--- src/design/psort_pkg.sv ---
package psort_pkg;

  // store depth and stored coordinate width
  localparam int MAX_POINTS = 64;
  localparam int COORD_BITS = 32;
  // fill counter must hold MAX_POINTS itself
  localparam int CNT_BITS   = $clog2(MAX_POINTS + 1);
  localparam int PORT_BITS  = 32;

  typedef logic signed [COORD_BITS-1:0] coord_t;

  // one stored point with its occupancy bit
  typedef struct packed {
    logic   valid;
    coord_t x;
    coord_t y;
  } pt_t;

  // broadcast from the controller to every cell
  typedef struct packed {
    logic   ins;
    logic   drain;
    coord_t px;
    coord_t py;
  } ctl_t;

  typedef enum logic {
    ST_COLLECT,
    ST_DRAIN
  } st_t;

endpackage

--- src/design/psort_cell.sv ---
module psort_cell (
  input  logic             clk,
  input  logic             rst_n,
  input  psort_pkg::ctl_t  ctl,
  input  psort_pkg::pt_t   left,
  input  logic             left_before,
  input  psort_pkg::pt_t   right,
  output psort_pkg::pt_t   own,
  output logic             ahead
);

  psort_pkg::pt_t own_r;
  psort_pkg::pt_t own_nxt;
  logic           goes_first;

  assign own = own_r;

  // new point sorts ahead of the held one: x ascending, then y descending
  assign goes_first = (ctl.px < own_r.x) || ((ctl.px == own_r.x) && (ctl.py > own_r.y));
  assign ahead      = !own_r.valid || goes_first;

  always_comb begin
    own_nxt = own_r;
    if (ctl.drain) begin
      own_nxt = right;
    end else if (ctl.ins && ahead) begin
      if (left_before) begin
        own_nxt = left;
      end else begin
        own_nxt = '{valid: 1'b1, x: ctl.px, y: ctl.py};
      end
    end
  end

  always_ff @(posedge clk) begin
    if (!rst_n) begin
      own_r.valid <= 1'b0;
    end else begin
      own_r <= own_nxt;
    end
  end

endmodule

--- config.mk ---
export PLATFORM = sky130hd
export DESIGN_NAME = psort_cell
export DESIGN_NICKNAME = d
export VERILOG_FILES = /design/src/design/psort_pkg.sv /design/src/design/psort_cell.sv
export SDC_FILE = /design/constraint.sdc
export NUM_CORES = 1
export LEC_CHECK = 0
export CAP_MARGIN = 20
export CORE_ASPECT_RATIO = 1.4
export CORE_MARGIN = 1.5
export CORE_UTILIZATION = 46
export CTS_CLUSTER_DIAMETER = 80
export DETAILED_ROUTE_END_ITERATION = 16
export DONT_BUFFER_PORTS = 1
export GPL_ROUTABILITY_DRIVEN = 0
export SYNTH_ARGS = -nofsm -noshare
export SYNTH_HDL_FRONTEND = slang
export SYNTH_SLANG_ARGS = --single-unit
--- constraint.sdc ---
create_clock -name clk -period 8.7 [get_ports clk]
set_input_delay 2.175 -clock clk [delete_from_list [all_inputs] [get_ports clk]]
set_output_delay 2.175 -clock clk [all_outputs]
set_load 0.02 [all_outputs]
==> results of run 1 <==
area by class of cell:
cell class	instances	area share, %
multi-input combinational	363	50.34
sequential	65	36.66
inverter	67	4.748
clock buffer	12	4.465
tap	138	3.260
clock inverter	4	0.3780
timing repair buffer	1	0.1417
synth_stat cells, types with 2 or more instances:
library cell / count / area, sq um
mux2i_1: 64 / 640.6
clkbuf_1: 14 / 52.55
buf_1: 3 / 11.26
nand2_1: 75 / 281.5
a211oi_1: 3 / 22.52
a21oi_1: 26 / 130.1
nand4_1: 12 / 75.07
inv_1: 67 / 251.5
buf_2: 3 / 15.01
nand3_1: 8 / 40.04
o21a_1: 2 / 15.01
nor2b_1: 3 / 18.77
o21ai_0: 72 / 360.4
o211ai_1: 2 / 15.01
edfxtp_1: 64 / 1922
nand2b_1: 2 / 12.51
nor4_1: 2 / 12.51
ha_1: 64 / 800.8
a21o_1: 5 / 37.54
nor2_1: 4 / 15.01
worst max-delay path, delay by kind of cell:
kind | cells | cell delay (ns)
AO/OA/AOI/OAI | 3 | 0.99
AND/OR/NAND/NOR | 3 | 0.55
adder cells (fa/ha/maj) | 1 | 0.31
cells in the final DEF, fill, tap and decap left out, types with 2 or more instances in the layout:
cell type and instances:
o211ai_1 2, mux2i_1 64, edfxtp_1 64, nor2b_1 3, nand2b_1 2, o21ai_0 72, a211oi_1 3, a21oi_1 26
a21o_1 5, clkbuf_1 3, inv_1 67, nor4_1 2, nand4_1 12, clkinv_2 4, nand2_1 75, clkbuf_16 9
nand3_1 8, o21a_1 2, ha_1 64, nor2_1 4
through the flow:
stage | instances | hold slack [ns] | total power, mW | utilization (%) | cell area, sq um
global placement | 634 | 0.7662 | 0.5602 | 48.44 | 5040
global route | 650 | 0.8346 | 0.9191 | 50.90 | 5296
detailed placement | 634 | 0.7665 | 0.5658 | 48.44 | 5040
finish | 650 | 0.7717 | 0.8752 | 50.90 | 5296
floorplan | 516 | 0.6732 | 0.5433 | - | 4951
CTS | 650 | 0.7729 | 0.8865 | 50.90 | 5296
path summary, 6_finish.rpt:
kind / end / depth (start not counted)
setup reg to reg: own[49] / 10
hold reg to reg: own[64] / 2
hold / removal: own[64] / 2
setup / recovery: ahead / 7
logic make-up (layout without fill, tap and decap cells):
kind of cell    count (synthesis)  after routing
mux                            64             64
flops                          65             65
buf+inv                        88             84
simple gates                  113            113
compound gates                122            122
fa+ha+maj                      64             64
per-layer routing:
| metal | share of wire [%] | wire length, um |
|---|---|---|
| met1 | 36 | 4219 |
| met2 | 53 | 6236 |
| met3 | 9.2 | 1087 |
| met4 | 2.5 | 302 |
| met5 | 0 | 0 |
power by group through the flow:
stage	sequential, mW	clock [mW]	combinational [mW]
2_1_floorplan	0.424	0	0.119
3_3_place_gp	0.430	0	0.130
3_5_place_dp	0.431	0	0.135
4_1_cts	0.424	0.326	0.136
5_1_grt	0.427	0.336	0.156
6_report	0.424	0.318	0.134
==> impl_metrics.ini, run 1 <==
[status]
outcome = complete, no violations

[synth]
ys.flop_type = edfxtp_1
syn_avg_cell_area_sq_um = 9.595
synthAdderAreaFrac_pct = 16.17
synth_compound_area_share_pct = 14.03
yosys.cell_types.count = 41
synth_fp_nets = 779
synth_edf_count = 64
yosysSeqAreaShare_pct = 39.22
ys_warn_count = 0
muxShareOfSynthArea_pct = 12.94
synth-xor-area-share_pct = 0
synth_simple_gate_area_share_pct = 10.69
synth_area_sq_um = 4951
syn-instance-count = 516
synthArstFlopShare_pct = 0
synth-seq-cells = 65
synth_top_family_by_area = adder cells

[detailed_routing]
wirelength_um = 11840
vias = 3723
ant_nets = 0
via_per_inst = 5.728
drt_iter0_drc = 85
dr.pass1.iters = 6
wl_per_cell_um = 18.22
drc_errors = 0

[setup_path]
crit_path_max_incr_delay_ns = 0.38
cp.required_ns = 6.53
slowest_stage = a221o_1
critPathKind = input port to output port
regToRegSetupSlack_ns = 4.92
path_cells = ha_1 > nand4_1 > nor3_2 > a211o_1 > or3_4 > a221o_1 > o21bai_2
cp-end-kind = output port
critPathArrivalTime_ns = 4.04
path_max_fanout = 3
r2r_start = own[19]
startpoint_type = input port
crit_start = ctl[27]

[pwr]
power_frac_comb_pct = 15.3
switching_share_pct = 27.89
vdd_drop_max_uv = 86.87
p_int_mw = 0.6312
pwr-share-clk_pct = 36.3
seqPwrFrac_pct = 48.4
leakage_nw = 2.406
power_density_nw_per_um2 = 165.3
power_switching_mw = 0.2441

[layout]
largest_reg_flops = 65
seq_area_sq_um = 1942
area_growth_syn_to_layout_pct = 6.975
drive_gt1_share_pct = 4.688
final_nets = 770
fill_cells = 992
diodes = 0
multi_input_area_sq_um = 2666

[die]
dieArea_sq_um = 11400
std_cell_rows = 44
core_area_sq_um = 10410
die_w_um = 90.68
fp.dieH_um = 125.8
start_util_pct = 47.58
ioPinCount = 265

[global_route]
use_met3_pct = 6.824
track_usage_pct = 20.49
grt_pass1_wl_um = 18210
overflow = 0
antenna_found_initial = 0
grt_max_degree = 132
use_met1_pct = 20.34
top_usage_layer = met2
grt_pass1_vias = 3800
grt_use_met2_pct = 37.64

[sta]
fin_skew_ns = 0.003806
finalCritPeriodShare_pct = 71.39
fin_ws_ns = 2.489
rsz0062_at_grt = no
slew_viol_final = 0
fmax_mhz = 161.0
relSlewSlack_pct = 46.89
timing.setup.tns_ns = 0
tightest_slew_ns = 0.7967
report.final.hold_viol_count = 0
period_minus_slack_ns = 6.211
setup_viol = 0

[worst_hold_path]
hp-class = flop to flop
worstHoldStart = own[64]

[place]
io_buffers = 0
dp_slack_ns = 2.475
dp_hpwl_um = 9471

[clocking]
clockBufferDepth = 2
cts_post_setup_buffers_inserted = 0
numCtsBuffers = 9
numClockSinks = 65
cts_htree_levels = 3
worstSkewPairLatency_ns = 0.33
clockRootBuffer = clkbuf_16
cts_hold_buf = 0
cts_tree = done
cts_resized = 0
clkTransAtPathRegs_ns = 0.05

[run]
cap_violations = 0
(Power assumes the default switching activity.)
==> run 2: changes to the inputs <==
- clock period: 8.7 -> 6.5 ns (I/O delays scaled with it)
==> impl_metrics.ini, run 2 (synthesis gave the netlist of run 1 again) <==
[global_route]
grt_max_degree = 132
track_usage_pct = 20.64
antenna_found_initial = 0
grt_pass1_vias = 3762
grt_pass1_wl_um = 18420
overflow = 0

[clocking]
cts_htree_levels = 3
worstSkewPairLatency_ns = 0.33
clkTransAtPathRegs_ns = 0.05
clockRootBuffer = clkbuf_16
numCtsBuffers = 9
clockBufferDepth = 2
cts_hold_buf = 0
cts_tree = done
cts_resized = 0
cts_post_setup_buffers_inserted = 0
numClockSinks = 65

[run]
cap_violations = 0

[pwr]
leakage_nw = 2.419
power_density_nw_per_um2 = 226.8
vdd_drop_max_uv = 124.3

[worst_hold_path]
worstHoldStart = own[64]
worstHoldPathCells = 2
hp-class = flop to flop
hold_end = own[64]

[setup_path]
r2r_start = own[19]
slowest_stage = a221o_1
critPathArrivalTime_ns = 3.48
r2r_end = own[35]
startpoint_type = input port
cp.required_ns = 4.88
cp-end-kind = output port
critPathKind = input port to output port
path_max_fanout = 3
crit_path_max_incr_delay_ns = 0.38
reg2reg_depth = 10
regToRegSetupSlack_ns = 3.00
path_cells = ha_1 > nand4_1 > nor3_2 > a211o_1 > or3_4 > a221o_1 > o21bai_2

[status]
outcome = complete, no violations

[detailed_routing]
ant_nets = 0
dr.pass1.iters = 4
wirelength_um = 11830
drt_iter0_drc = 96
drc_errors = 0
vias = 3710
wl_per_cell_um = 18.22
via_per_inst = 5.716

[sta]
fin_skew_ns = 0.005371
fmax_mhz = 195.9
finalCritPeriodShare_pct = 78.55
rsz0062_at_grt = no
setup_viol = 0
relSlewSlack_pct = 44.67
period_minus_slack_ns = 5.106
report.final.hold_viol_count = 0
timing.setup.tns_ns = 0
hold_slack_ns = 0.7884
slew_viol_final = 0
tightest_slew_ns = 0.8299

[die]
start_util_pct = 47.58
ioPinCount = 265
dieArea_sq_um = 11400
std_cell_rows = 44
die_w_um = 90.68
core_area_sq_um = 10410
fp.dieH_um = 125.8

[layout]
final_common_cell = nand2_1
diodes = 0
area_growth_syn_to_layout_pct = 7.657
final_nets = 770
drive_gt1_share_pct = 4.697
largest_reg_flops = 65
layout_common_cells = nand2_1 (75), o21ai_0 (72), inv_1 (67)

[place]
dp_hpwl_um = 9409
io_buffers = 0
-- run 2: worst max-delay path by stage --
stage | start | slack, ns | to | depth (start not counted)
finish | ctl[27] | 1.39 | ahead | 7
CTS | ctl[27] | 1.37 | ahead | 7
floorplan | ctl[30] | 1.28 | own[0] | 8
global placement | ctl[27] | 1.40 | ahead | 7
detailed placement | ctl[27] | 1.38 | ahead | 7
global route | ctl[63] | 1.24 | ahead | 6
-- run 2: cell type report --
class                   instances  area (sq um)
clock buffers                  11         232.7
clock inverters                 4         45.04
fillers                       965          5075
inverters                      67         251.5
multi-input cells             363          2666
flip-flops and latches         65          1942
well taps                     138         172.7
repair buffers                  1         20.02
-- run 2: routing by layer --
metal / up-vias / wire (um) / track usage (%)
li1: 1836 / - / -
met1: 1687 / 4331 / 21.67
met2: 168 / 6294 / 38.48
met3: 19 / 966 / 5.737
met4: 0 / 233 / 7.937
met5: - / 0 / 0
-- run 2: report_power, final --
part	internal [mW]	switching [mW]
combinational	0.0837	0.0956
sequential	0.506	0.0605
clock	0.293	0.170
total	0.883	0.326
-- run 2: critical path: cells and delay by family --
| family | cells | cell delay [ns] |
|---|---|---|
| compound gates | 3 | 0.99 |
| simple gates | 3 | 0.55 |
| fa+ha+maj | 1 | 0.31 |
-- run 2: per-stage QoR --
stage          cell area [sq um]  util, %  setup WS, ns  total power [mW]  cells
2_1_floorplan               4951        -         1.281            0.7272    516
3_3_place_gp                5052    48.56         1.405            0.7513    634
3_5_place_dp                5052    48.56         1.377            0.7576    634
4_1_cts                     5330    51.23         1.372             1.224    649
5_1_grt                     5330    51.23         1.242             1.266    649
6_report                    5330    51.23         1.394             1.209    649
